--- src/rtl/xml_stream_tokenizer_unit_defines.svh ---
// assertion macros used by the tokenizer queue
`ifndef XML_STREAM_TOKENIZER_UNIT_DEFINES_SVH
`define XML_STREAM_TOKENIZER_UNIT_DEFINES_SVH
`ifndef NO_ASSERTIONS
`define XST_ASSERT(lbl, prop) \
  lbl: assert property (@(posedge clk_i) disable iff (!rst_ni) (prop)) \
    else $error("xst check failed");
`define XST_ASSERT_NEXT(lbl, ante, cons) \
  lbl: assert property (@(posedge clk_i) disable iff (!rst_ni) (ante) |=> (cons)) \
    else $error("xst check failed");
`else
`define XST_ASSERT(lbl, prop)
`define XST_ASSERT_NEXT(lbl, ante, cons)
`endif
`endif

--- src/rtl/xst_pkg.sv ---
// types, constants and lexer step functions for the xml stream tokenizer
package xst_pkg;

  localparam int ENT_DEPTH = 6;
  localparam int ENT_CNT_W = $clog2(ENT_DEPTH + 1);
  localparam int ENT_IDX_W = $clog2(ENT_DEPTH);
  localparam int MAX_RES   = 8;
  localparam int Q_DEPTH   = 4;

  localparam logic [7:0] C_TAB   = 8'h09;
  localparam logic [7:0] C_LF    = 8'h0a;
  localparam logic [7:0] C_SP    = 8'h20;
  localparam logic [7:0] C_AMP   = 8'h26;
  localparam logic [7:0] C_SEMI  = 8'h3b;
  localparam logic [7:0] C_LT    = 8'h3c;
  localparam logic [7:0] C_GT    = 8'h3e;
  localparam logic [7:0] C_DASH  = 8'h2d;
  localparam logic [7:0] C_RB    = 8'h5d;
  localparam logic [7:0] C_LB    = 8'h5b;
  localparam logic [7:0] C_QM    = 8'h3f;
  localparam logic [7:0] C_EQ    = 8'h3d;
  localparam logic [7:0] C_BANG  = 8'h21;
  localparam logic [7:0] C_SLASH = 8'h2f;
  localparam logic [7:0] C_QUOT  = 8'h22;
  localparam logic [7:0] C_APOS  = 8'h27;
  localparam logic [7:0] C_US    = 8'h5f;
  localparam logic [7:0] C_COLON = 8'h3a;
  localparam logic [7:0] C_DOT   = 8'h2e;

  typedef enum logic [4:0] {
    M_IDLE = 5'd0, M_LT = 5'd1, M_BANG = 5'd2, M_BDASH = 5'd3,
    M_CD0 = 5'd4, M_CD1 = 5'd5, M_CD2 = 5'd6, M_CD3 = 5'd7, M_CD4 = 5'd8, M_CD5 = 5'd9,
    M_SLASH = 5'd10, M_QMARK = 5'd11, M_RB1 = 5'd12, M_RB2 = 5'd13,
    M_DASH1 = 5'd14, M_DASH2 = 5'd15, M_NAME = 5'd16, M_QUOTE = 5'd17,
    M_SKIPSP = 5'd18, M_SKIPLT = 5'd19, M_TEXT = 5'd20,
    M_CT0 = 5'd21, M_CT1 = 5'd22, M_CT2 = 5'd23,
    M_DT0 = 5'd24, M_DT1 = 5'd25, M_DT2 = 5'd26
  } xst_mode_e;

  typedef enum logic [3:0] {
    T_EOF = 4'd0, T_OPEN = 4'd1, T_CLOSE = 4'd2, T_OPEN_CLOSE = 4'd3,
    T_FINAL_CLOSE = 4'd4, T_PROLOG_OPEN = 4'd5, T_PROLOG_CLOSE = 4'd6,
    T_COMMENT_OPEN = 4'd7, T_COMMENT_CLOSE = 4'd8, T_CDATA_BEGIN = 4'd9,
    T_CDATA_END = 4'd10, T_EQUAL = 4'd11, T_NAME = 4'd12, T_VALUE = 4'd13,
    T_TEXT = 4'd14, T_UNDEF = 4'd15
  } xst_tok_e;

  typedef enum logic {EV_BYTE = 1'b0, EV_TOKEN = 1'b1} xst_ev_e;

  typedef struct packed {
    xst_ev_e    kind;
    xst_tok_e   typ;
    logic [7:0] data;
  } xst_res_t;

  typedef struct packed {
    xst_res_t [MAX_RES-1:0] items;
    logic [3:0]             cnt;
  } xst_bundle_t;

  localparam int BUNDLE_W = $bits(xst_bundle_t);

  typedef struct packed {
    xst_mode_e                       mode;
    logic                            start;
    xst_tok_e                        prev;
    logic                            qk;
    logic [ENT_CNT_W-1:0]            ecnt;
    logic [ENT_DEPTH-1:0][7:0]       ebuf;
    xst_bundle_t                     acc;
  } xst_work_t;

  typedef struct packed {
    xst_work_t w;
    logic      again;
  } xst_proc_t;

  function automatic logic is_alpha(logic [7:0] b);
    return (b >= 8'h61 && b <= 8'h7a) || (b >= 8'h41 && b <= 8'h5a);
  endfunction

  function automatic logic is_name_ch(logic [7:0] b);
    return is_alpha(b) || (b >= 8'h30 && b <= 8'h39) || b == C_US || b == C_DASH ||
           b == C_DOT || b == C_COLON;
  endfunction

  function automatic logic [7:0] cd_ch(xst_mode_e m);
    case (m)
      M_CD0:   return 8'h43;
      M_CD1:   return 8'h44;
      M_CD2:   return 8'h41;
      M_CD3:   return 8'h54;
      M_CD4:   return 8'h41;
      M_CD5:   return C_LB;
      default: return 8'h00;
    endcase
  endfunction

  // entity names after the ampersand: lt; gt; amp; apos; quot;
  function automatic logic [7:0] ent_ch(logic [2:0] k, logic [2:0] i);
    logic [39:0] s;
    case (k)
      3'd0:    s = {8'h00, 8'h00, C_SEMI, 8'h74, 8'h6c};
      3'd1:    s = {8'h00, 8'h00, C_SEMI, 8'h74, 8'h67};
      3'd2:    s = {8'h00, C_SEMI, 8'h70, 8'h6d, 8'h61};
      3'd3:    s = {C_SEMI, 8'h73, 8'h6f, 8'h70, 8'h61};
      3'd4:    s = {C_SEMI, 8'h74, 8'h6f, 8'h75, 8'h71};
      default: s = '0;
    endcase
    case (i)
      3'd0:    return s[7:0];
      3'd1:    return s[15:8];
      3'd2:    return s[23:16];
      3'd3:    return s[31:24];
      3'd4:    return s[39:32];
      default: return 8'h00;
    endcase
  endfunction

  function automatic logic [2:0] ent_len(logic [2:0] k);
    case (k)
      3'd0, 3'd1: return 3'd3;
      3'd2:       return 3'd4;
      default:    return 3'd5;
    endcase
  endfunction

  function automatic logic [7:0] ent_val(logic [2:0] k);
    case (k)
      3'd0:    return C_LT;
      3'd1:    return C_GT;
      3'd2:    return C_AMP;
      3'd3:    return C_APOS;
      default: return C_QUOT;
    endcase
  endfunction

  function automatic xst_work_t w_put(xst_work_t w, xst_res_t r);
    if (w.acc.cnt < 4'(MAX_RES)) begin
      w.acc.items[w.acc.cnt[2:0]] = r;
      w.acc.cnt = w.acc.cnt + 4'd1;
    end
    return w;
  endfunction

  function automatic xst_work_t w_emit(xst_work_t w, logic [7:0] b);
    xst_res_t r;
    r = '{kind: EV_BYTE, typ: T_EOF, data: b};
    return w_put(w, r);
  endfunction

  function automatic xst_work_t w_fin(xst_work_t w, xst_tok_e t);
    xst_res_t r;
    r = '{kind: EV_TOKEN, typ: t, data: 8'h00};
    w = w_put(w, r);
    w.prev = t;
    w.start = 1'b0;
    return w;
  endfunction

  function automatic xst_work_t w_flush(xst_work_t w);
    for (int i = 0; i < ENT_DEPTH; i++) begin
      if (i < int'(w.ecnt)) w = w_emit(w, w.ebuf[i]);
    end
    w.ecnt = '0;
    return w;
  endfunction

  // 0 no match, 1 prefix, 2+k entity k complete
  function automatic logic [2:0] ent_match(xst_work_t w, logic [7:0] b);
    logic [2:0] r;
    logic [2:0] n;
    logic       ok;
    r = 3'd0;
    n = 3'(w.ecnt - ENT_CNT_W'(1));
    if (w.ecnt == '0 || int'(w.ecnt) >= ENT_DEPTH) return 3'd0;
    for (int k = 0; k < 5; k++) begin
      ok = (n < ent_len(3'(k)));
      for (int i = 0; i < 5; i++) begin
        if (i < int'(n) && w.ebuf[i+1] != ent_ch(3'(k), 3'(i))) ok = 1'b0;
      end
      if (ok && ent_ch(3'(k), n) == b) begin
        if (int'(n) + 1 == int'(ent_len(3'(k)))) return 3'(k + 2);
        r = 3'd1;
      end
    end
    return r;
  endfunction

  function automatic xst_work_t w_feed(xst_work_t w, logic [7:0] b);
    logic [2:0] m;
    logic       done;
    done = 1'b0;
    m = ent_match(w, b);
    if (w.ecnt != '0) begin
      if (m >= 3'd2) begin
        w = w_emit(w, ent_val(m - 3'd2));
        w.ecnt = '0;
        done = 1'b1;
      end else if (m == 3'd1) begin
        w.ebuf[w.ecnt[ENT_IDX_W-1:0]] = b;
        w.ecnt = w.ecnt + ENT_CNT_W'(1);
        done = 1'b1;
      end else if (w.ecnt == ENT_CNT_W'(1)) begin
        // lone ampersand goes out, byte is looked at again below
        w = w_emit(w, C_AMP);
        w.ecnt = '0;
      end else begin
        w = w_flush(w);
        w = w_emit(w, b);
        done = 1'b1;
      end
    end
    if (!done) begin
      if (b == C_AMP) begin
        w.ebuf[0] = C_AMP;
        w.ecnt = ENT_CNT_W'(1);
      end else begin
        w = w_emit(w, b);
      end
    end
    return w;
  endfunction

  function automatic xst_work_t w_bad(xst_work_t w, logic [7:0] b);
    w = w_emit(w, b);
    w = w_fin(w, T_UNDEF);
    w.mode = M_SKIPSP;
    return w;
  endfunction

  function automatic xst_proc_t w_proc(xst_work_t w, logic [7:0] b);
    xst_proc_t  r;
    logic       ag;
    logic [7:0] c;
    ag = 1'b0;
    c = (w.mode == M_CT0 || w.mode == M_CT1 || w.mode == M_CT2) ? C_DASH : C_RB;
    case (w.mode)
      M_IDLE: begin
        if (b != C_TAB && b != C_LF && b != C_SP) begin
          if (!w.start && w.prev == T_COMMENT_OPEN) begin
            w.mode = M_CT0;
            ag = 1'b1;
          end else if (!w.start && w.prev == T_CDATA_BEGIN) begin
            w.mode = M_DT0;
            ag = 1'b1;
          end else if (!w.start && w.prev == T_CLOSE && b != C_LT) begin
            w.ecnt = '0;
            w.mode = M_TEXT;
            ag = 1'b1;
          end else if (is_alpha(b) || b == C_US || b == C_COLON) begin
            w = w_emit(w, b);
            w.mode = M_NAME;
          end else begin
            case (b)
              C_LT: begin
                w = w_emit(w, b);
                w.mode = M_LT;
              end
              C_SLASH: begin
                w = w_emit(w, b);
                w.mode = M_SLASH;
              end
              C_QM: begin
                w = w_emit(w, b);
                w.mode = M_QMARK;
              end
              C_GT: begin
                w = w_emit(w, b);
                w = w_fin(w, T_CLOSE);
              end
              C_RB: begin
                w = w_emit(w, b);
                w.mode = M_RB1;
              end
              C_EQ: begin
                w = w_emit(w, b);
                w = w_fin(w, T_EQUAL);
              end
              C_DASH: begin
                w = w_emit(w, b);
                w.mode = M_DASH1;
              end
              C_QUOT: begin
                w.qk = 1'b0;
                w.ecnt = '0;
                w.mode = M_QUOTE;
              end
              C_APOS: begin
                w.qk = 1'b1;
                w.ecnt = '0;
                w.mode = M_QUOTE;
              end
              default: w.mode = M_SKIPLT;
            endcase
          end
        end
      end
      M_CD0, M_CD1, M_CD2, M_CD3, M_CD4, M_CD5: begin
        if (b != cd_ch(w.mode)) begin
          w = w_bad(w, b);
        end else begin
          w = w_emit(w, b);
          if (w.mode == M_CD5) begin
            w = w_fin(w, T_CDATA_BEGIN);
            w.mode = M_IDLE;
          end else begin
            w.mode = xst_mode_e'(w.mode + 5'd1);
          end
        end
      end
      M_LT: begin
        if (b == C_SLASH || b == C_QM) begin
          w = w_emit(w, b);
          w = w_fin(w, (b == C_SLASH) ? T_OPEN_CLOSE : T_PROLOG_OPEN);
          w.mode = M_IDLE;
        end else if (b == C_BANG) begin
          w = w_emit(w, b);
          w.mode = M_BANG;
        end else begin
          w = w_fin(w, T_OPEN);
          w.mode = M_IDLE;
          ag = 1'b1;
        end
      end
      M_BANG: begin
        if (b == C_DASH) begin
          w = w_emit(w, b);
          w.mode = M_BDASH;
        end else if (b == C_LB) begin
          w = w_emit(w, b);
          w.mode = M_CD0;
        end else begin
          w = w_bad(w, b);
        end
      end
      M_BDASH: begin
        if (b == C_DASH) begin
          w = w_emit(w, b);
          w = w_fin(w, T_COMMENT_OPEN);
          w.mode = M_IDLE;
        end else begin
          w = w_bad(w, b);
        end
      end
      M_SLASH, M_QMARK: begin
        if (b == C_GT) begin
          w = w_emit(w, b);
          w = w_fin(w, (w.mode == M_SLASH) ? T_FINAL_CLOSE : T_PROLOG_CLOSE);
          w.mode = M_IDLE;
        end else begin
          w = w_fin(w, T_UNDEF);
          w.mode = M_SKIPSP;
          ag = 1'b1;
        end
      end
      M_RB1, M_DASH1: begin
        if (b == ((w.mode == M_RB1) ? C_RB : C_DASH)) begin
          w = w_emit(w, b);
          w.mode = xst_mode_e'(w.mode + 5'd1);
        end else begin
          w = w_bad(w, b);
        end
      end
      M_RB2, M_DASH2: begin
        if (b == C_GT) begin
          w = w_emit(w, b);
          w = w_fin(w, (w.mode == M_RB2) ? T_CDATA_END : T_COMMENT_CLOSE);
          w.mode = M_IDLE;
        end else begin
          w = w_bad(w, b);
        end
      end
      M_NAME: begin
        if (is_name_ch(b)) begin
          w = w_emit(w, b);
        end else begin
          w = w_fin(w, T_NAME);
          w.mode = M_IDLE;
          ag = 1'b1;
        end
      end
      M_QUOTE: begin
        if (b == (w.qk ? C_APOS : C_QUOT)) begin
          w = w_flush(w);
          w = w_fin(w, T_VALUE);
          w.mode = M_IDLE;
        end else begin
          w = w_feed(w, b);
        end
      end
      M_SKIPSP: begin
        if (b == C_SP) w.mode = M_IDLE;
      end
      M_SKIPLT: begin
        if (b == C_LT) begin
          w.mode = M_IDLE;
          ag = 1'b1;
        end
      end
      M_TEXT: begin
        if (b == C_LT) begin
          w = w_flush(w);
          w = w_fin(w, T_TEXT);
          w.mode = M_IDLE;
          ag = 1'b1;
        end else begin
          w = w_feed(w, b);
        end
      end
      M_CT0, M_DT0: begin
        if (b == c) w.mode = xst_mode_e'(w.mode + 5'd1);
        else w = w_emit(w, b);
      end
      M_CT1, M_DT1: begin
        if (b == c) begin
          w.mode = xst_mode_e'(w.mode + 5'd1);
        end else begin
          w = w_emit(w, c);
          w.mode = xst_mode_e'(w.mode - 5'd1);
          ag = 1'b1;
        end
      end
      M_CT2, M_DT2: begin
        if (b == C_GT) begin
          w = w_fin(w, T_TEXT);
          w = w_emit(w, c);
          w = w_emit(w, c);
          w = w_emit(w, b);
          w = w_fin(w, (w.mode == M_CT2) ? T_COMMENT_CLOSE : T_CDATA_END);
          w.mode = M_IDLE;
        end else begin
          w = w_emit(w, c);
          w = w_emit(w, c);
          w.mode = xst_mode_e'(w.mode - 5'd2);
          ag = 1'b1;
        end
      end
      default: begin
        w.mode = M_IDLE;
        ag = 1'b1;
      end
    endcase
    r.w = w;
    r.again = ag;
    return r;
  endfunction

  function automatic xst_work_t w_eod(xst_work_t w);
    logic [7:0] c;
    c = (w.mode == M_CT0 || w.mode == M_CT1 || w.mode == M_CT2) ? C_DASH : C_RB;
    case (w.mode)
      M_LT: w = w_fin(w, T_OPEN);
      M_BANG, M_BDASH, M_CD0, M_CD1, M_CD2, M_CD3, M_CD4, M_CD5,
      M_SLASH, M_QMARK, M_RB1, M_RB2, M_DASH1, M_DASH2: w = w_fin(w, T_UNDEF);
      M_NAME: w = w_fin(w, T_NAME);
      M_QUOTE: begin
        w = w_flush(w);
        w = w_fin(w, T_VALUE);
      end
      M_TEXT: begin
        w = w_flush(w);
        w = w_fin(w, T_TEXT);
      end
      M_CT0, M_DT0: w = w_fin(w, T_TEXT);
      M_CT1, M_DT1: begin
        w = w_emit(w, c);
        w = w_fin(w, T_TEXT);
      end
      M_CT2, M_DT2: begin
        w = w_emit(w, c);
        w = w_emit(w, c);
        w = w_fin(w, T_TEXT);
      end
      default: ;
    endcase
    w.mode = M_IDLE;
    w = w_fin(w, T_EOF);
    return w;
  endfunction

endpackage

--- src/rtl/xst_back.sv ---
// back end: sends the items of the head bundle out one per cycle while the output is ready
module xst_back #(
  parameter int LINE_BITS = 24,
  parameter int OUT_W     = 40
) (
  input  logic                                   clk_i,
  input  logic                                   rst_ni,
  input  logic [LINE_BITS+xst_pkg::BUNDLE_W-1:0] head_i,
  input  logic                                   empty_i,
  output logic                                   pop_o,
  output logic                                   out_valid_o,
  input  logic                                   out_ready_i,
  output logic [OUT_W-1:0]                       out_data_o,
  output logic                                   out_kind_o,
  output logic                                   out_last_o
);
  import xst_pkg::*;

  xst_bundle_t          hb;
  logic [LINE_BITS-1:0] line;
  xst_res_t             r;
  logic [2:0]           idx_q, idx_d;
  logic                 take;

  assign hb   = xst_bundle_t'(head_i[BUNDLE_W-1:0]);
  assign line = head_i[LINE_BITS+BUNDLE_W-1:BUNDLE_W];
  assign r    = hb.items[idx_q];

  assign out_valid_o = !empty_i;
  assign out_last_o  = ({1'b0, idx_q} + 4'd1 == hb.cnt);
  assign out_kind_o  = r.kind;
  assign out_data_o  = OUT_W'({line, r.data, r.typ});
  assign take        = out_valid_o && out_ready_i;
  assign pop_o       = take && out_last_o;

  always_comb begin
    idx_d = idx_q;
    if (take) idx_d = out_last_o ? 3'd0 : idx_q + 3'd1;
  end

  always_ff @(posedge clk_i or negedge rst_ni) begin
    if (!rst_ni) idx_q <= 3'd0;
    else idx_q <= idx_d;
  end

endmodule
--- config.mk ---
export PLATFORM = sky130hd
export DESIGN_NAME = xst_back
export DESIGN_NICKNAME = d
export VERILOG_FILES = /design/src/rtl/xml_stream_tokenizer_unit_defines.svh /design/src/rtl/xst_pkg.sv /design/src/rtl/xst_back.sv
export SDC_FILE = /design/constraint.sdc
export NUM_CORES = 1
export LEC_CHECK = 0
export BUFFER_PORTS_ARGS = -buffer_cell sky130_fd_sc_hd__buf_2
export CELL_PAD_IN_SITES_DETAIL_PLACEMENT = 1
export CELL_PAD_IN_SITES_GLOBAL_PLACEMENT = 1
export CORE_MARGIN = 2
export CORE_UTILIZATION = 20
export CTS_CLUSTER_DIAMETER = 80
export DETAILED_ROUTE_END_ITERATION = 16
export PLACE_DENSITY = 0.89
export SYNTH_ARGS = -nofsm -noshare
export SYNTH_HDL_FRONTEND = slang
export SYNTH_SLANG_ARGS = --single-unit
--- constraint.sdc ---
create_clock -name clk_i -period 1.7 [get_ports clk_i]
set_input_delay 0.17 -clock clk_i [delete_from_list [all_inputs] [get_ports clk_i]]
set_output_delay 0.17 -clock clk_i [all_outputs]
set_load 0.005 [all_outputs]
* After elaboration in Yosys (flattened, before gate mapping) *
Cells that the tools add are included.

operators by class
  add/subtract/negate cells = 2
  magnitude comparators = 1
  equality and inequality tests = 1
  muxes and demuxes = 3
  reduce and logical (&&, ||, !) cells = 3

operators by type and width
  kind                                                 number
  binary-select mux 13 bit (select 3 bit)              1
  two-way mux 13 bit                                   1
  adder 3 x 1 -> 4 bit (second input constant)         1
  == test 4 bit                                        1
  < comparator 3 x 4 -> 1 bit (second input constant)  1
  adder 3 x 1 -> 3 bit (second input constant)         1
  two-way mux 3 bit                                    1
  logical AND 1 bit                                    2
  zero test 1 bit                                      1

word-level totals
  bits in registers = 3

* Logic depth before layout (Yosys ltp) *
  depth in word-level cells = 3
  depth in mapped cells = 5

* Least setup slack after synthesis *
Ideal clock, no wire load.

  kind = register to output
  start point = register idx_q[0]
  end point = output port pop_o
  arrival time = 1.328 ns
  required time = 1.530 ns
  path slack = 0.202 ns
  stages on the path, launching flop included = 6
  path buffers = 0
  path through = dfrtp_1 ha_1 xnor2_1 nand3_2 nor2_2 and2_1

between the ends
  word-level cells in the longest chain between the ends = 3

RTL lines
  what                    RTL line        source
  start, declared         xst_back.sv:22  logic [2:0] idx_q, idx_d;
  start signal, assigned  xst_back.sv:43  else idx_q <= idx_d;
  adder 3 x 1 -> 4 bit    xst_back.sv:30  assign out_last_o = ({1'b0, idx_q} + 4'd1 == hb.cnt);
  == test 4 bit           xst_back.sv:30
  named net out_last_o    xst_back.sv:15  output logic out_last_o
  logical AND 1 bit       xst_back.sv:34  assign pop_o = take && out_last_o;
  end, declared           xst_back.sv:10  output logic pop_o,

The timed path passes the listed nets, and every way through them passes these cells.

* Worst setup path in the final report *
  start point = register idx_q[0]
  end point = output port pop_o

between the ends
  word-level cells in the longest chain between the ends = 3

RTL lines
  what                  RTL line
  adder 3 x 1 -> 4 bit  xst_back.sv:30
  == test 4 bit         xst_back.sv:30
  logical AND 1 bit     xst_back.sv:34

Every way passes these cells.

==> flow_summary.toml <==
[cells_and_area]
n_antenna_cell = 0
largest_registers = "idx_q (3)"
seq_area_um2 = 76.3
fill_cells = 828
top_register = "idx_q"
final_common_cell = "buf_2"
largest_reg_flops = 3
nets = 382
layout_common_cells = "125 x buf_2, 29 x nand2_1, 25 x mux4_2"
multi_input_area_um2 = 995
design_area_um2 = 2120
final_cells = 324
drive_above_1_share_pct = 79.1
areaGrowthSynthToFinish_pct = 56.4

[timing]
rsz0062_at_grt = "true"
drv_slew = 0
setup_violations = 15
fin_hold_ws_ns = 0.259
fin_crit_sh_pct = 106
hold_viol_final = 0
max_freq_mhz = 554
fin_ws_ns = -0.106
min_period_ns = 1.81
clock_skew_ns = 0.00226

[floorplan]
coreArea_um2 = 6680
placementRows = 30
die_y_um = 86.4
die_x_um = 86.4
dieArea_um2 = 7460
start_util_pct = 20.3
num_io_pins = 180

[critical_path]
path_cells = "buf_12 > buf_12 > buf_8 > xor2_4 > nand3_2 > nor2_4 > and2_4 > buf_6"
start_kind = "flip-flop"
critPathSlowestCell = "dfrtp_2"
worst-path-max-fanout = 8
cp.arrival_ns = 1.64
path_class = "reg2out"
critPathMostFrequentCell = "buf_12"
worst_ep_required_time_ns = 1.53
cp_slowest_stage_delay_ns = 0.42
end_kind = "primary output"

[yosys]
synth-seq-cells = 3
synthCells = 128
seq_area_frac_synth_pct = 5.53
postSynthAreaPerCell_um2 = 10.6
ys_types = 24
yosys.area.top_type = "mux4_1"
yosysWarnings = 0
syn_area_um2 = 1360
synth_top_area_share_pct = 50.3
synthTopCellsByArea = "mux4_1 50%, buf_4 15%, nand2_1 11%"

[place]
place_ws_ns = 0.0254
placed_area_um2 = 1910
dpl.cell_count = 307
port_buffers = 127
hpwl_mm = 4.27
place.gp.congestion = 0.703

[global_routing]
gr-total-overflow = 0
grt_max_degree = 29
antenna_found_initial = 0
grt_usage_pct = 14.0
grt_pass1_vias = 1648
grt_pass1_wl_mm = 8.22

[route]
drc = 0
firstDrtPassIters = 4
drt_iter0_markers = 30
vias = 1443
viasPerCell = 4.45
wl_mm = 5.52
ant_nets = 0
wl_per_cell_um = 17.0

[pwr]
ir_worst_vdd_v = 0.000948
p_per_area_nw_per_um2 = 1520
leakage_nw = 1.08
power_w = 0.00323

[run]
cap_viol_max_count = 0

[cts]
cts_sinks = 3
clock-root-buffer = "clkbuf_8"
clk_pin_slew_ns = 0.03
clock_latency_ns = 0.22
tritoncts = "done"
htreeDepth = 1
cts_made_buffers = 3
cts.path.max_buffers = 2

[status]
violations = "negative setup slack"
outcome = "finished with violations"

[min_path]
hp-class = "in2reg"
critical path: cells and delay by family, from the launching register on:
| family | cells | cell delay (ns) |
|---|---|---|
| simple gates | 3 | 0.37 |
| xor+xnor | 1 | 0.13 |
| flops | 1 | 0.42 |
| buf+inv | 4 | 0.49 |
stage by stage:
stage	utilization (%)	setup TNS [ns]
final	31.8	-1.22
after CTS	30.8	-1.39
after detailed placement	28.5	0
after floorplan	-	0
after global routing	31.8	-2.32
after global placement	28.5	0
cells by family after synthesis:
family | count (synthesis) | synth area share [%]
xor gates and xnor gates | 5 | 4.79
AOI/OAI and AO/OA | 3 | 1.20
muxes | 27 | 51.1
and+or+nand+nor | 49 | 15.0
buffers and inverters | 39 | 21.2
other | 1 | 0.276
DFF | 3 | 5.53
adders and majority gates | 1 | 0.922
where the power goes:
group / switching [W] / internal, W / total (W)
Clock: 0.0000484 / 0.000160 / 0.000208
Sequential: 0.0000457 / 0.000109 / 0.000155
Combinational: 0.00118 / 0.00168 / 0.00286
worst paths after layout:
path	slack, ns	start	to	cells after the start
worst min-delay path	0.26	head_i[3]	idx_q[0]	3
max in group asynchronous	1.30	rst_ni	idx_q[0]	2
worst max register to register	0.06	idx_q[0]	idx_q[0]	9
min in group asynchronous	0.28	rst_ni	idx_q[2]	2
worst max-delay path	-0.11	idx_q[0]	pop_o	8
worst min register to register	0.84	idx_q[1]	idx_q[1]	3
routing by layer:
metal / GRT usage [%] / part of all wire [%] / up-vias
li1: - / - / 663
met1: 16.3 / 40 / 697
met2: 26.4 / 53 / 83
met3: 3.24 / 7.6 / 0
met4: 1.99 / 0 / 0
met5: 0 / 0 / -
cell usage after synthesis:
cell type	n
xor2_2	1
o22ai_1	1
dfrtp_1	3
nor2b_1	1
nand3_1	2
nand2_1	39
nand3_2	1
conb_1	1
mux4_1	26
buf_6	4
and2_1	1
nor2_2	1
xnor2_1	3
mux2i_1	1
nor2_1	2
and3_1	1
o21ai_0	1
buf_2	5
ha_1	1
inv_1	2
xnor3_1	1
nor3_1	1
a21oi_1	1
buf_4	28
timing repair:
action / 4_1_cts / 5_1_grt
setup buffers: 8 / 3
resized for setup: 29 / 25
setup endpoints to repair: 15 / 17
pin swaps: 25 / 7
hold buffers: 1 / 0
cloned: 1 / 0
endpoints found under the hold margin: 3 / 0
layout make-up:
class / count / area share [%]
flip-flops and latches: 3 / 3.59
multi-input cells: 89 / 46.8
well taps: 80 / 4.71
inverters: 2 / 0.354
clock buffers: 4 / 2.12
repair buffers: 146 / 42.4
No activity file was read; power rests on OpenSTA's default activity.
