**config.mk**
```make
export PLATFORM = sky130hd
export DESIGN_NAME = xst_queue
export DESIGN_NICKNAME = d
export VERILOG_FILES = /design/src/rtl/xst_pkg.sv /design/src/rtl/xst_queue.sv
export VERILOG_INCLUDE_DIRS = /design/src /design/src/rtl
export SDC_FILE = /design/constraint.sdc
export NUM_CORES = 1
export LEC_CHECK = 0
export ABC_AREA = 1
export BUFFER_PORTS_ARGS = -buffer_cell sky130_fd_sc_hd__buf_2
export CORE_ASPECT_RATIO = 0.9
export CORE_MARGIN = 1
export CORE_UTILIZATION = 40
export DETAILED_ROUTE_END_ITERATION = 6
export PLACE_DENSITY_LB_ADDON = 0.1
export SYNTH_ARGS = -nofsm -noshare
export SYNTH_HDL_FRONTEND = slang
export SYNTH_SLANG_ARGS = --single-unit
```
**constraint.sdc**
```tcl
create_clock -name clk_i -period 2.7 [get_ports clk_i]
set_input_delay 0.27 -clock clk_i [delete_from_list [all_inputs] [get_ports clk_i]]
set_output_delay 0.27 -clock clk_i [all_outputs]
set_load 0.02 [all_outputs]
```
**src/rtl/xml_stream_tokenizer_unit_defines.svh**
```systemverilog
// assertion macros used by the tokenizer queue
`ifndef XML_STREAM_TOKENIZER_UNIT_DEFINES_SVH
`define XML_STREAM_TOKENIZER_UNIT_DEFINES_SVH
`ifndef NO_ASSERTIONS
`define XST_ASSERT(lbl, prop) \
  lbl: assert property (@(posedge clk_i) disable iff (!rst_ni) (prop)) \
    else $error("xst check failed");
`define XST_ASSERT_NEXT(lbl, ante, cons) \
  lbl: assert property (@(posedge clk_i) disable iff (!rst_ni) (ante) |=> (cons)) \
    else $error("xst check failed");
`else
`define XST_ASSERT(lbl, prop)
`define XST_ASSERT_NEXT(lbl, ante, cons)
`endif
`endif

```
**src/rtl/xst_pkg.sv**
```systemverilog
// types, constants and lexer step functions for the xml stream tokenizer
package xst_pkg;

  localparam int ENT_DEPTH = 6;
  localparam int ENT_CNT_W = $clog2(ENT_DEPTH + 1);
  localparam int ENT_IDX_W = $clog2(ENT_DEPTH);
  localparam int MAX_RES   = 8;
  localparam int Q_DEPTH   = 4;

  localparam logic [7:0] C_TAB   = 8'h09;
  localparam logic [7:0] C_LF    = 8'h0a;
  localparam logic [7:0] C_SP    = 8'h20;
  localparam logic [7:0] C_AMP   = 8'h26;
  localparam logic [7:0] C_SEMI  = 8'h3b;
  localparam logic [7:0] C_LT    = 8'h3c;
  localparam logic [7:0] C_GT    = 8'h3e;
  localparam logic [7:0] C_DASH  = 8'h2d;
  localparam logic [7:0] C_RB    = 8'h5d;
  localparam logic [7:0] C_LB    = 8'h5b;
  localparam logic [7:0] C_QM    = 8'h3f;
  localparam logic [7:0] C_EQ    = 8'h3d;
  localparam logic [7:0] C_BANG  = 8'h21;
  localparam logic [7:0] C_SLASH = 8'h2f;
  localparam logic [7:0] C_QUOT  = 8'h22;
  localparam logic [7:0] C_APOS  = 8'h27;
  localparam logic [7:0] C_US    = 8'h5f;
  localparam logic [7:0] C_COLON = 8'h3a;
  localparam logic [7:0] C_DOT   = 8'h2e;

  typedef enum logic [4:0] {
    M_IDLE = 5'd0, M_LT = 5'd1, M_BANG = 5'd2, M_BDASH = 5'd3,
    M_CD0 = 5'd4, M_CD1 = 5'd5, M_CD2 = 5'd6, M_CD3 = 5'd7, M_CD4 = 5'd8, M_CD5 = 5'd9,
    M_SLASH = 5'd10, M_QMARK = 5'd11, M_RB1 = 5'd12, M_RB2 = 5'd13,
    M_DASH1 = 5'd14, M_DASH2 = 5'd15, M_NAME = 5'd16, M_QUOTE = 5'd17,
    M_SKIPSP = 5'd18, M_SKIPLT = 5'd19, M_TEXT = 5'd20,
    M_CT0 = 5'd21, M_CT1 = 5'd22, M_CT2 = 5'd23,
    M_DT0 = 5'd24, M_DT1 = 5'd25, M_DT2 = 5'd26
  } xst_mode_e;

  typedef enum logic [3:0] {
    T_EOF = 4'd0, T_OPEN = 4'd1, T_CLOSE = 4'd2, T_OPEN_CLOSE = 4'd3,
    T_FINAL_CLOSE = 4'd4, T_PROLOG_OPEN = 4'd5, T_PROLOG_CLOSE = 4'd6,
    T_COMMENT_OPEN = 4'd7, T_COMMENT_CLOSE = 4'd8, T_CDATA_BEGIN = 4'd9,
    T_CDATA_END = 4'd10, T_EQUAL = 4'd11, T_NAME = 4'd12, T_VALUE = 4'd13,
    T_TEXT = 4'd14, T_UNDEF = 4'd15
  } xst_tok_e;

  typedef enum logic {EV_BYTE = 1'b0, EV_TOKEN = 1'b1} xst_ev_e;

  typedef struct packed {
    xst_ev_e    kind;
    xst_tok_e   typ;
    logic [7:0] data;
  } xst_res_t;

  typedef struct packed {
    xst_res_t [MAX_RES-1:0] items;
    logic [3:0]             cnt;
  } xst_bundle_t;

  localparam int BUNDLE_W = $bits(xst_bundle_t);

  typedef struct packed {
    xst_mode_e                       mode;
    logic                            start;
    xst_tok_e                        prev;
    logic                            qk;
    logic [ENT_CNT_W-1:0]            ecnt;
    logic [ENT_DEPTH-1:0][7:0]       ebuf;
    xst_bundle_t                     acc;
  } xst_work_t;

  typedef struct packed {
    xst_work_t w;
    logic      again;
  } xst_proc_t;

  function automatic logic is_alpha(logic [7:0] b);
    return (b >= 8'h61 && b <= 8'h7a) || (b >= 8'h41 && b <= 8'h5a);
  endfunction

  function automatic logic is_name_ch(logic [7:0] b);
    return is_alpha(b) || (b >= 8'h30 && b <= 8'h39) || b == C_US || b == C_DASH ||
           b == C_DOT || b == C_COLON;
  endfunction

  function automatic logic [7:0] cd_ch(xst_mode_e m);
    case (m)
      M_CD0:   return 8'h43;
      M_CD1:   return 8'h44;
      M_CD2:   return 8'h41;
      M_CD3:   return 8'h54;
      M_CD4:   return 8'h41;
      M_CD5:   return C_LB;
      default: return 8'h00;
    endcase
  endfunction

  // entity names after the ampersand: lt; gt; amp; apos; quot;
  function automatic logic [7:0] ent_ch(logic [2:0] k, logic [2:0] i);
    logic [39:0] s;
    case (k)
      3'd0:    s = {8'h00, 8'h00, C_SEMI, 8'h74, 8'h6c};
      3'd1:    s = {8'h00, 8'h00, C_SEMI, 8'h74, 8'h67};
      3'd2:    s = {8'h00, C_SEMI, 8'h70, 8'h6d, 8'h61};
      3'd3:    s = {C_SEMI, 8'h73, 8'h6f, 8'h70, 8'h61};
      3'd4:    s = {C_SEMI, 8'h74, 8'h6f, 8'h75, 8'h71};
      default: s = '0;
    endcase
    case (i)
      3'd0:    return s[7:0];
      3'd1:    return s[15:8];
      3'd2:    return s[23:16];
      3'd3:    return s[31:24];
      3'd4:    return s[39:32];
      default: return 8'h00;
    endcase
  endfunction

  function automatic logic [2:0] ent_len(logic [2:0] k);
    case (k)
      3'd0, 3'd1: return 3'd3;
      3'd2:       return 3'd4;
      default:    return 3'd5;
    endcase
  endfunction

  function automatic logic [7:0] ent_val(logic [2:0] k);
    case (k)
      3'd0:    return C_LT;
      3'd1:    return C_GT;
      3'd2:    return C_AMP;
      3'd3:    return C_APOS;
      default: return C_QUOT;
    endcase
  endfunction

  function automatic xst_work_t w_put(xst_work_t w, xst_res_t r);
    if (w.acc.cnt < 4'(MAX_RES)) begin
      w.acc.items[w.acc.cnt[2:0]] = r;
      w.acc.cnt = w.acc.cnt + 4'd1;
    end
    return w;
  endfunction

  function automatic xst_work_t w_emit(xst_work_t w, logic [7:0] b);
    xst_res_t r;
    r = '{kind: EV_BYTE, typ: T_EOF, data: b};
    return w_put(w, r);
  endfunction

  function automatic xst_work_t w_fin(xst_work_t w, xst_tok_e t);
    xst_res_t r;
    r = '{kind: EV_TOKEN, typ: t, data: 8'h00};
    w = w_put(w, r);
    w.prev = t;
    w.start = 1'b0;
    return w;
  endfunction

  function automatic xst_work_t w_flush(xst_work_t w);
    for (int i = 0; i < ENT_DEPTH; i++) begin
      if (i < int'(w.ecnt)) w = w_emit(w, w.ebuf[i]);
    end
    w.ecnt = '0;
    return w;
  endfunction

  // 0 no match, 1 prefix, 2+k entity k complete
  function automatic logic [2:0] ent_match(xst_work_t w, logic [7:0] b);
    logic [2:0] r;
    logic [2:0] n;
    logic       ok;
    r = 3'd0;
    n = 3'(w.ecnt - ENT_CNT_W'(1));
    if (w.ecnt == '0 || int'(w.ecnt) >= ENT_DEPTH) return 3'd0;
    for (int k = 0; k < 5; k++) begin
      ok = (n < ent_len(3'(k)));
      for (int i = 0; i < 5; i++) begin
        if (i < int'(n) && w.ebuf[i+1] != ent_ch(3'(k), 3'(i))) ok = 1'b0;
      end
      if (ok && ent_ch(3'(k), n) == b) begin
        if (int'(n) + 1 == int'(ent_len(3'(k)))) return 3'(k + 2);
        r = 3'd1;
      end
    end
    return r;
  endfunction

  function automatic xst_work_t w_feed(xst_work_t w, logic [7:0] b);
    logic [2:0] m;
    logic       done;
    done = 1'b0;
    m = ent_match(w, b);
    if (w.ecnt != '0) begin
      if (m >= 3'd2) begin
        w = w_emit(w, ent_val(m - 3'd2));
        w.ecnt = '0;
        done = 1'b1;
      end else if (m == 3'd1) begin
        w.ebuf[w.ecnt[ENT_IDX_W-1:0]] = b;
        w.ecnt = w.ecnt + ENT_CNT_W'(1);
        done = 1'b1;
      end else if (w.ecnt == ENT_CNT_W'(1)) begin
        // lone ampersand goes out, byte is looked at again below
        w = w_emit(w, C_AMP);
        w.ecnt = '0;
      end else begin
        w = w_flush(w);
        w = w_emit(w, b);
        done = 1'b1;
      end
    end
    if (!done) begin
      if (b == C_AMP) begin
        w.ebuf[0] = C_AMP;
        w.ecnt = ENT_CNT_W'(1);
      end else begin
        w = w_emit(w, b);
      end
    end
    return w;
  endfunction

  function automatic xst_work_t w_bad(xst_work_t w, logic [7:0] b);
    w = w_emit(w, b);
    w = w_fin(w, T_UNDEF);
    w.mode = M_SKIPSP;
    return w;
  endfunction

  function automatic xst_proc_t w_proc(xst_work_t w, logic [7:0] b);
    xst_proc_t  r;
    logic       ag;
    logic [7:0] c;
    ag = 1'b0;
    c = (w.mode == M_CT0 || w.mode == M_CT1 || w.mode == M_CT2) ? C_DASH : C_RB;
    case (w.mode)
      M_IDLE: begin
        if (b != C_TAB && b != C_LF && b != C_SP) begin
          if (!w.start && w.prev == T_COMMENT_OPEN) begin
            w.mode = M_CT0;
            ag = 1'b1;
          end else if (!w.start && w.prev == T_CDATA_BEGIN) begin
            w.mode = M_DT0;
            ag = 1'b1;
          end else if (!w.start && w.prev == T_CLOSE && b != C_LT) begin
            w.ecnt = '0;
            w.mode = M_TEXT;
            ag = 1'b1;
          end else if (is_alpha(b) || b == C_US || b == C_COLON) begin
            w = w_emit(w, b);
            w.mode = M_NAME;
          end else begin
            case (b)
              C_LT: begin
                w = w_emit(w, b);
                w.mode = M_LT;
              end
              C_SLASH: begin
                w = w_emit(w, b);
                w.mode = M_SLASH;
              end
              C_QM: begin
                w = w_emit(w, b);
                w.mode = M_QMARK;
              end
              C_GT: begin
                w = w_emit(w, b);
                w = w_fin(w, T_CLOSE);
              end
              C_RB: begin
                w = w_emit(w, b);
                w.mode = M_RB1;
              end
              C_EQ: begin
                w = w_emit(w, b);
                w = w_fin(w, T_EQUAL);
              end
              C_DASH: begin
                w = w_emit(w, b);
                w.mode = M_DASH1;
              end
              C_QUOT: begin
                w.qk = 1'b0;
                w.ecnt = '0;
                w.mode = M_QUOTE;
              end
              C_APOS: begin
                w.qk = 1'b1;
                w.ecnt = '0;
                w.mode = M_QUOTE;
              end
              default: w.mode = M_SKIPLT;
            endcase
          end
        end
      end
      M_CD0, M_CD1, M_CD2, M_CD3, M_CD4, M_CD5: begin
        if (b != cd_ch(w.mode)) begin
          w = w_bad(w, b);
        end else begin
          w = w_emit(w, b);
          if (w.mode == M_CD5) begin
            w = w_fin(w, T_CDATA_BEGIN);
            w.mode = M_IDLE;
          end else begin
            w.mode = xst_mode_e'(w.mode + 5'd1);
          end
        end
      end
      M_LT: begin
        if (b == C_SLASH || b == C_QM) begin
          w = w_emit(w, b);
          w = w_fin(w, (b == C_SLASH) ? T_OPEN_CLOSE : T_PROLOG_OPEN);
          w.mode = M_IDLE;
        end else if (b == C_BANG) begin
          w = w_emit(w, b);
          w.mode = M_BANG;
        end else begin
          w = w_fin(w, T_OPEN);
          w.mode = M_IDLE;
          ag = 1'b1;
        end
      end
      M_BANG: begin
        if (b == C_DASH) begin
          w = w_emit(w, b);
          w.mode = M_BDASH;
        end else if (b == C_LB) begin
          w = w_emit(w, b);
          w.mode = M_CD0;
        end else begin
          w = w_bad(w, b);
        end
      end
      M_BDASH: begin
        if (b == C_DASH) begin
          w = w_emit(w, b);
          w = w_fin(w, T_COMMENT_OPEN);
          w.mode = M_IDLE;
        end else begin
          w = w_bad(w, b);
        end
      end
      M_SLASH, M_QMARK: begin
        if (b == C_GT) begin
          w = w_emit(w, b);
          w = w_fin(w, (w.mode == M_SLASH) ? T_FINAL_CLOSE : T_PROLOG_CLOSE);
          w.mode = M_IDLE;
        end else begin
          w = w_fin(w, T_UNDEF);
          w.mode = M_SKIPSP;
          ag = 1'b1;
        end
      end
      M_RB1, M_DASH1: begin
        if (b == ((w.mode == M_RB1) ? C_RB : C_DASH)) begin
          w = w_emit(w, b);
          w.mode = xst_mode_e'(w.mode + 5'd1);
        end else begin
          w = w_bad(w, b);
        end
      end
      M_RB2, M_DASH2: begin
        if (b == C_GT) begin
          w = w_emit(w, b);
          w = w_fin(w, (w.mode == M_RB2) ? T_CDATA_END : T_COMMENT_CLOSE);
          w.mode = M_IDLE;
        end else begin
          w = w_bad(w, b);
        end
      end
      M_NAME: begin
        if (is_name_ch(b)) begin
          w = w_emit(w, b);
        end else begin
          w = w_fin(w, T_NAME);
          w.mode = M_IDLE;
          ag = 1'b1;
        end
      end
      M_QUOTE: begin
        if (b == (w.qk ? C_APOS : C_QUOT)) begin
          w = w_flush(w);
          w = w_fin(w, T_VALUE);
          w.mode = M_IDLE;
        end else begin
          w = w_feed(w, b);
        end
      end
      M_SKIPSP: begin
        if (b == C_SP) w.mode = M_IDLE;
      end
      M_SKIPLT: begin
        if (b == C_LT) begin
          w.mode = M_IDLE;
          ag = 1'b1;
        end
      end
      M_TEXT: begin
        if (b == C_LT) begin
          w = w_flush(w);
          w = w_fin(w, T_TEXT);
          w.mode = M_IDLE;
          ag = 1'b1;
        end else begin
          w = w_feed(w, b);
        end
      end
      M_CT0, M_DT0: begin
        if (b == c) w.mode = xst_mode_e'(w.mode + 5'd1);
        else w = w_emit(w, b);
      end
      M_CT1, M_DT1: begin
        if (b == c) begin
          w.mode = xst_mode_e'(w.mode + 5'd1);
        end else begin
          w = w_emit(w, c);
          w.mode = xst_mode_e'(w.mode - 5'd1);
          ag = 1'b1;
        end
      end
      M_CT2, M_DT2: begin
        if (b == C_GT) begin
          w = w_fin(w, T_TEXT);
          w = w_emit(w, c);
          w = w_emit(w, c);
          w = w_emit(w, b);
          w = w_fin(w, (w.mode == M_CT2) ? T_COMMENT_CLOSE : T_CDATA_END);
          w.mode = M_IDLE;
        end else begin
          w = w_emit(w, c);
          w = w_emit(w, c);
          w.mode = xst_mode_e'(w.mode - 5'd2);
          ag = 1'b1;
        end
      end
      default: begin
        w.mode = M_IDLE;
        ag = 1'b1;
      end
    endcase
    r.w = w;
    r.again = ag;
    return r;
  endfunction

  function automatic xst_work_t w_eod(xst_work_t w);
    logic [7:0] c;
    c = (w.mode == M_CT0 || w.mode == M_CT1 || w.mode == M_CT2) ? C_DASH : C_RB;
    case (w.mode)
      M_LT: w = w_fin(w, T_OPEN);
      M_BANG, M_BDASH, M_CD0, M_CD1, M_CD2, M_CD3, M_CD4, M_CD5,
      M_SLASH, M_QMARK, M_RB1, M_RB2, M_DASH1, M_DASH2: w = w_fin(w, T_UNDEF);
      M_NAME: w = w_fin(w, T_NAME);
      M_QUOTE: begin
        w = w_flush(w);
        w = w_fin(w, T_VALUE);
      end
      M_TEXT: begin
        w = w_flush(w);
        w = w_fin(w, T_TEXT);
      end
      M_CT0, M_DT0: w = w_fin(w, T_TEXT);
      M_CT1, M_DT1: begin
        w = w_emit(w, c);
        w = w_fin(w, T_TEXT);
      end
      M_CT2, M_DT2: begin
        w = w_emit(w, c);
        w = w_emit(w, c);
        w = w_fin(w, T_TEXT);
      end
      default: ;
    endcase
    w.mode = M_IDLE;
    w = w_fin(w, T_EOF);
    return w;
  endfunction

endpackage

```
**src/rtl/xst_queue.sv**
```systemverilog
// short fifo of result bundles between the front and back ends
`include "xml_stream_tokenizer_unit_defines.svh"
module xst_queue #(
  parameter int WIDTH = 8
) (
  input  logic             clk_i,
  input  logic             rst_ni,
  input  logic             push_i,
  input  logic [WIDTH-1:0] push_data_i,
  input  logic             pop_i,
  output logic [WIDTH-1:0] head_o,
  output logic             full_o,
  output logic             empty_o
);
  import xst_pkg::*;

  localparam int PTR_W = $clog2(Q_DEPTH);
  localparam int CNT_W = $clog2(Q_DEPTH + 1);

  logic [Q_DEPTH-1:0][WIDTH-1:0] mem_q;
  logic [PTR_W-1:0]              wr_q, rd_q;
  logic [CNT_W-1:0]              cnt_q, cnt_d;

  assign full_o  = (cnt_q == CNT_W'(Q_DEPTH));
  assign empty_o = (cnt_q == '0);
  assign head_o  = mem_q[rd_q];

  always_comb begin
    cnt_d = cnt_q;
    if (push_i && !pop_i) cnt_d = cnt_q + CNT_W'(1);
    else if (pop_i && !push_i) cnt_d = cnt_q - CNT_W'(1);
  end

  always_ff @(posedge clk_i or negedge rst_ni) begin
    if (!rst_ni) begin
      wr_q  <= '0;
      rd_q  <= '0;
      cnt_q <= '0;
    end else begin
      cnt_q <= cnt_d;
      if (push_i) wr_q <= wr_q + PTR_W'(1);
      if (pop_i) rd_q <= rd_q + PTR_W'(1);
    end
  end

  always_ff @(posedge clk_i) begin
    if (push_i) mem_q[wr_q] <= push_data_i;
  end

  `XST_ASSERT(a_no_overflow, !(push_i && full_o))
  `XST_ASSERT(a_no_underflow, !(pop_i && empty_o))
  `XST_ASSERT_NEXT(a_push_grows, push_i && !pop_i, cnt_q == CNT_W'($past(cnt_q) + 1'b1))
  `XST_ASSERT_NEXT(a_pop_shrinks, pop_i && !push_i, cnt_q == CNT_W'($past(cnt_q) - 1'b1))

endmodule

```
## Yosys cells after proc, flatten, opt, wreduce, memory -nomap -nowiden

Cells that the tools add are included.

- Word-level logic and storage cells: 29
- Input bits: 12
- Register bits: 39
- Output and inout bits: 10

- Reduce and logical (&&, ||, !) cells: 7
- Magnitude comparators: 3
- Multiplexer cells: 7
- $add $sub $neg: 4
- Equal/unequal tests: 1

Operator list:

| kind | count |
|---|---|
| $bwmux W32 | 1 |
| $bmux W8 S2 | 1 |
| $demux W8 S2 | 1 |
| $mux W8 | 2 |
| $lt A2 B3 Y1 const B | 2 |
| $mux W3 | 2 |
| $add A2 B1 Y2 const B | 2 |
| $add A3 B1 Y3 const B | 1 |
| $eq A3 B3 Y1 const B | 1 |
| $logic_and A1 B1 Y1 | 3 |
| $logic_not A3 Y1 | 1 |
| $sub A3 B1 Y3 const B | 1 |
| $ge A2 B1 Y1 const B | 1 |
| $logic_not A1 Y1 | 2 |
| $reduce_bool A2 Y1 | 1 |

## Longest topological paths before layout

- Word-level depth: 5
- Depth in mapped cells: 9
- Mapped depth without buffers: 9

## Worst setup path after synthesis

Ideal clock, no wire load.

- Path type: input to register
- Start: input port pop_i
- End: register cnt_q[2]
- Stages on the path: 8
- Data arrival time: 1.112 ns
- Path slack: 1.471 ns
- Setup time: 0.117 ns
- Cell sequence: inv_1 > ha_1 > inv_1 > fa_1 > nand2_1 > nand3_1 > nand2_1 > nand2_1

- Word-level cells in the longest chain between the ends: 3

RTL lines:

| item | line | RTL |
|---|---|---|
| start: declaration | xst_queue.sv:10 | `input logic pop_i,` |
| $logic_not A1 Y1 | xst_queue.sv:30 | `if (push_i && !pop_i) cnt_d = cnt_q + CNT_W'(1);` |
| $logic_and A1 B1 Y1 | xst_queue.sv:30 |  |
| $mux W3 or $reduce_bool A2 Y1 (tied branches) | n/a |  |
| end signal: assignment | xst_queue.sv:40 | `cnt_q <= cnt_d;` |
| end: declaration | xst_queue.sv:22 | `logic [CNT_W-1:0] cnt_q, cnt_d;` |

Parallel ways exist; a longest one is shown, timed or not.
A chain may end at the register's enable or synchronous reset.

## Worst setup path after layout

- Start: register rd_q[0]
- End: output port head_o[7]

- Word-level cells in the longest chain between the ends: 2

RTL lines:

| item | line | RTL |
|---|---|---|
| start: declaration | xst_queue.sv:21 | `logic [PTR_W-1:0] wr_q, rd_q;` |
| start signal: assignment | xst_queue.sv:42 | `if (pop_i) rd_q <= rd_q + PTR_W'(1);` |
| $bmux W8 S2 | xst_queue.sv:26 | `assign head_o = mem_q[rd_q];` |
| $mux W8 (not written as such) | xst_queue.sv:26 |  |
| end: declaration | xst_queue.sv:11 | `output logic [WIDTH-1:0] head_o,` |

No other way between the ends. The select of a mux whose other input is x is not followed.

==> summary.md <==
| Metric | Value |
|---|---|
| Status | complete, but fails checks |
| Failing checks | design-rule violations |
| Cell Pwr Density | 1050 mW/mm² |
| CTS max path bufs | 2 |
| ANT nets after route | 0 |
| Most frequent cells in the layout | 37 x nand2_1, 32 x edfxtp_1, 27 x inv_1 |
| CTS root buf | clkbuf_8 |
| Register bit count reported by yosys | 39 |
| Setup crit end kind | output pin |
| Gate Count Post-Synth | approximately 140 |
| Sequential Power Share | 0.463 |
| Sw frac | 0.383 |
| Core area | 0.00407 mm² |
| WL/cell | 13.6 µm |
| Fin Setup TNS | 0 ps |
| Worst Skew | 4.88 ps |
| Critical path data arrival time | approximately 1600 ps |
| CTS Buf Count | 5 |
| CP Launch Type | register |
| Initial antenna violation count | 0 |
| Post-Synthesis Cell Area | roughly 0.0017 mm² |
| VDD IR-drop max | 351 µV |
| Worst hold start | push_data_i[3] |
| Congestion Overflow GR | 0 |
| Synthesis Warnings | 0 |
| Fmax | 536 MHz |
| Via density | ~4.7 |
| Mean Syn Cell Area | 12.1 µm² |
| Crit path launch | rd_q[0] |
| Pleak | between 0.8 and 0.9 nW |
| WS Path Type | reg -> out |
| Iter 0 DRT Violations | 34 |
| Worst Tran Pin Value | approximately 420 ps |
| Synth top area cells | edfxtp_1 57%, dfrtp_1 10%, nand2_1 8.2% |
| Core Rows | 22 |
| DR vias | 1,006 |
| Period utilization | 0.691 |
| Internal power | 1.23 mW |
| Yosys top cell area share | 0.566 |
| Combinational group share of total power | 0.359 |
| Die span in x | roughly 71 µm |
| DRT Wirelength | 2.91 mm |
| Post-CTS setup buffer count | 0 |
| Syn_nets | 159 |
| First-pass GRT wire length | 4.81 mm |
| Sequential fraction of the synthesis area | 0.669 |
| TritonCTS clock tree | built |
| Drt pass-1 iters | 6 |
| Latest clock arrival within the worst-skew pair | roughly 280 ps |
| # DRC | 2 |
| Final hold vios | 0 |
| Post-synth cell types | 16 |
| Port Buffers | 21 |
| Hold/Removal Path Class | in -> reg |
| RSZ-0062 raised after global routing | false |
| Area leader, netlist | edfxtp_1 |
| Layout cells sized above 1 | 0.169 |
| Total track usage | 0.149 |
| Most common library cell in the layout ignoring fill and taps | nand2_1 |
| GP Congestion | 0.687 |
| Final Util | 0.468 |
| Crit-path max FO | 20 |
| Initial core utilization | 0.417 |
| Max cap viols | 0 |
| Nets | 183 |
| Relative slew slack | 0.721 |
| R2r startpoint | wr_q[0] |
| Dpl hpwl | 2.04 mm |
| Die height | approximately 64 µm |
| Largest net degree at the start of global routing | 21 |
| Clk slew on worst S/H paths | ~70 ps |
| Clock power frac | 0.178 |
| P_sw | 0.765 mW |
| Io pins | 22 |
| Clock sink total | 39 |
| Min Tclk post-route | 1870 ps |
| Number of global-route vias before repair | 1,007 |
| H-tree depth | 2 |
| Diodes inserted | 0 |
| Critical Path RT | 2430 ps |
| Setup-failing EPs final | 0 |
| DIE AREA | 0.00451 mm² |
| Slew Limit Fails | 0 |
| Area delta synth->final | 12.2% |
[metal layers]
metal | part of all wire | track usage | vias up
met3 | 0.045 | 0.0521 | 2
met5 | 0 | 0 | -
met4 | 0.0048 | 0.0625 | 0
li1 | - | - | 510
met2 | 0.49 | 0.239 | 20
met1 | 0.46 | 0.184 | 474
[cell type report]
cell class              instances  area, µm²
fillers                       380       2170
flip-flops and latches         39       1140
multi-input cells              68        403
repair buffers                 23        123
inverters                      28        105
clock buffers                   6       72.6
well taps                      48       60.1
clock inverters                 2       7.51
[sequential cells by signal, summed over array words and instances, names as in the netlist]
name,flops
mem_q,32
cnt_q,3
rd_q,2
wr_q,2
[logic make-up (layout without fill, tap and decap cells)]
group	Yosys count	after routing	synth area share
DFF	39	39	0.669
xor gates and xnor gates	4	4	0.0206
and+or+nand+nor	41	41	0.0943
buffers and inverters	34	59	0.0943
adders and majority gates	6	6	0.0486
AOI/OAI and AO/OA	17	17	0.0736
[synth_stat cells, drive strengths merged]
cell type and count:
xnor2 1, fa 1, o21ai 1, buf 6, dfrtp 7, nand4 1, xor2 3, o211ai 16
nand2 37, edfxtp 32, inv 28, nand3 1, nor3 2, ha 5
[worst max-delay path, stage by stage (launching register included)]
cell and delay (ps):
dfrtp_1 600, buf_4 310, nand2_1 80, o211ai_1 80
nand2_1 80, buf_2 160
[power groups by stage]
stage	clock, mW	sequential (mW)	combinational [mW]
global placement	0	0.932	0.704
finish	0.355	0.924	0.716
global route	0.402	0.943	0.797
floorplan	0	0.870	0.612
CTS	0.371	0.923	0.728
detailed placement	0	0.936	0.724
[timing repair]
| item | CTS | global route |
|---|---|---|
| hold buffers | 1 | 0 |
| endpoints found under the setup margin | 0 | 0 |
| hold endpoints to repair | 7 | 0 |
| resized for setup | 0 | 0 |
[path summary, 6_finish.rpt]
check | endpoint | slack, ps | cells after the start
worst max register to register | mem_q[22] | 1330 | 4
worst max-delay path | head_o[7] | 830 | 5
max in group asynchronous | cnt_q[1] | 2190 | 2
min in group asynchronous | wr_q[1] | 350 | 2
worst min-delay path | mem_q[3] | 200 | 1
worst min register to register | cnt_q[2] | 520 | 2
[through the flow]
stage	worst slack (ps)	cells	cell area [µm²]	total power [mW]	hold WS (ps)
3_5_place_dp	1150	205	1820	1.66	120
2_1_floorplan	1470	141	1700	1.48	-25.6
4_1_cts	834	214	1910	2.02	191
3_3_place_gp	1190	205	1820	1.64	114
5_1_grt	673	214	1910	2.14	188
6_report	834	214	1910	2.00	199
Note: power is estimated with default switching activity, not from simulation.
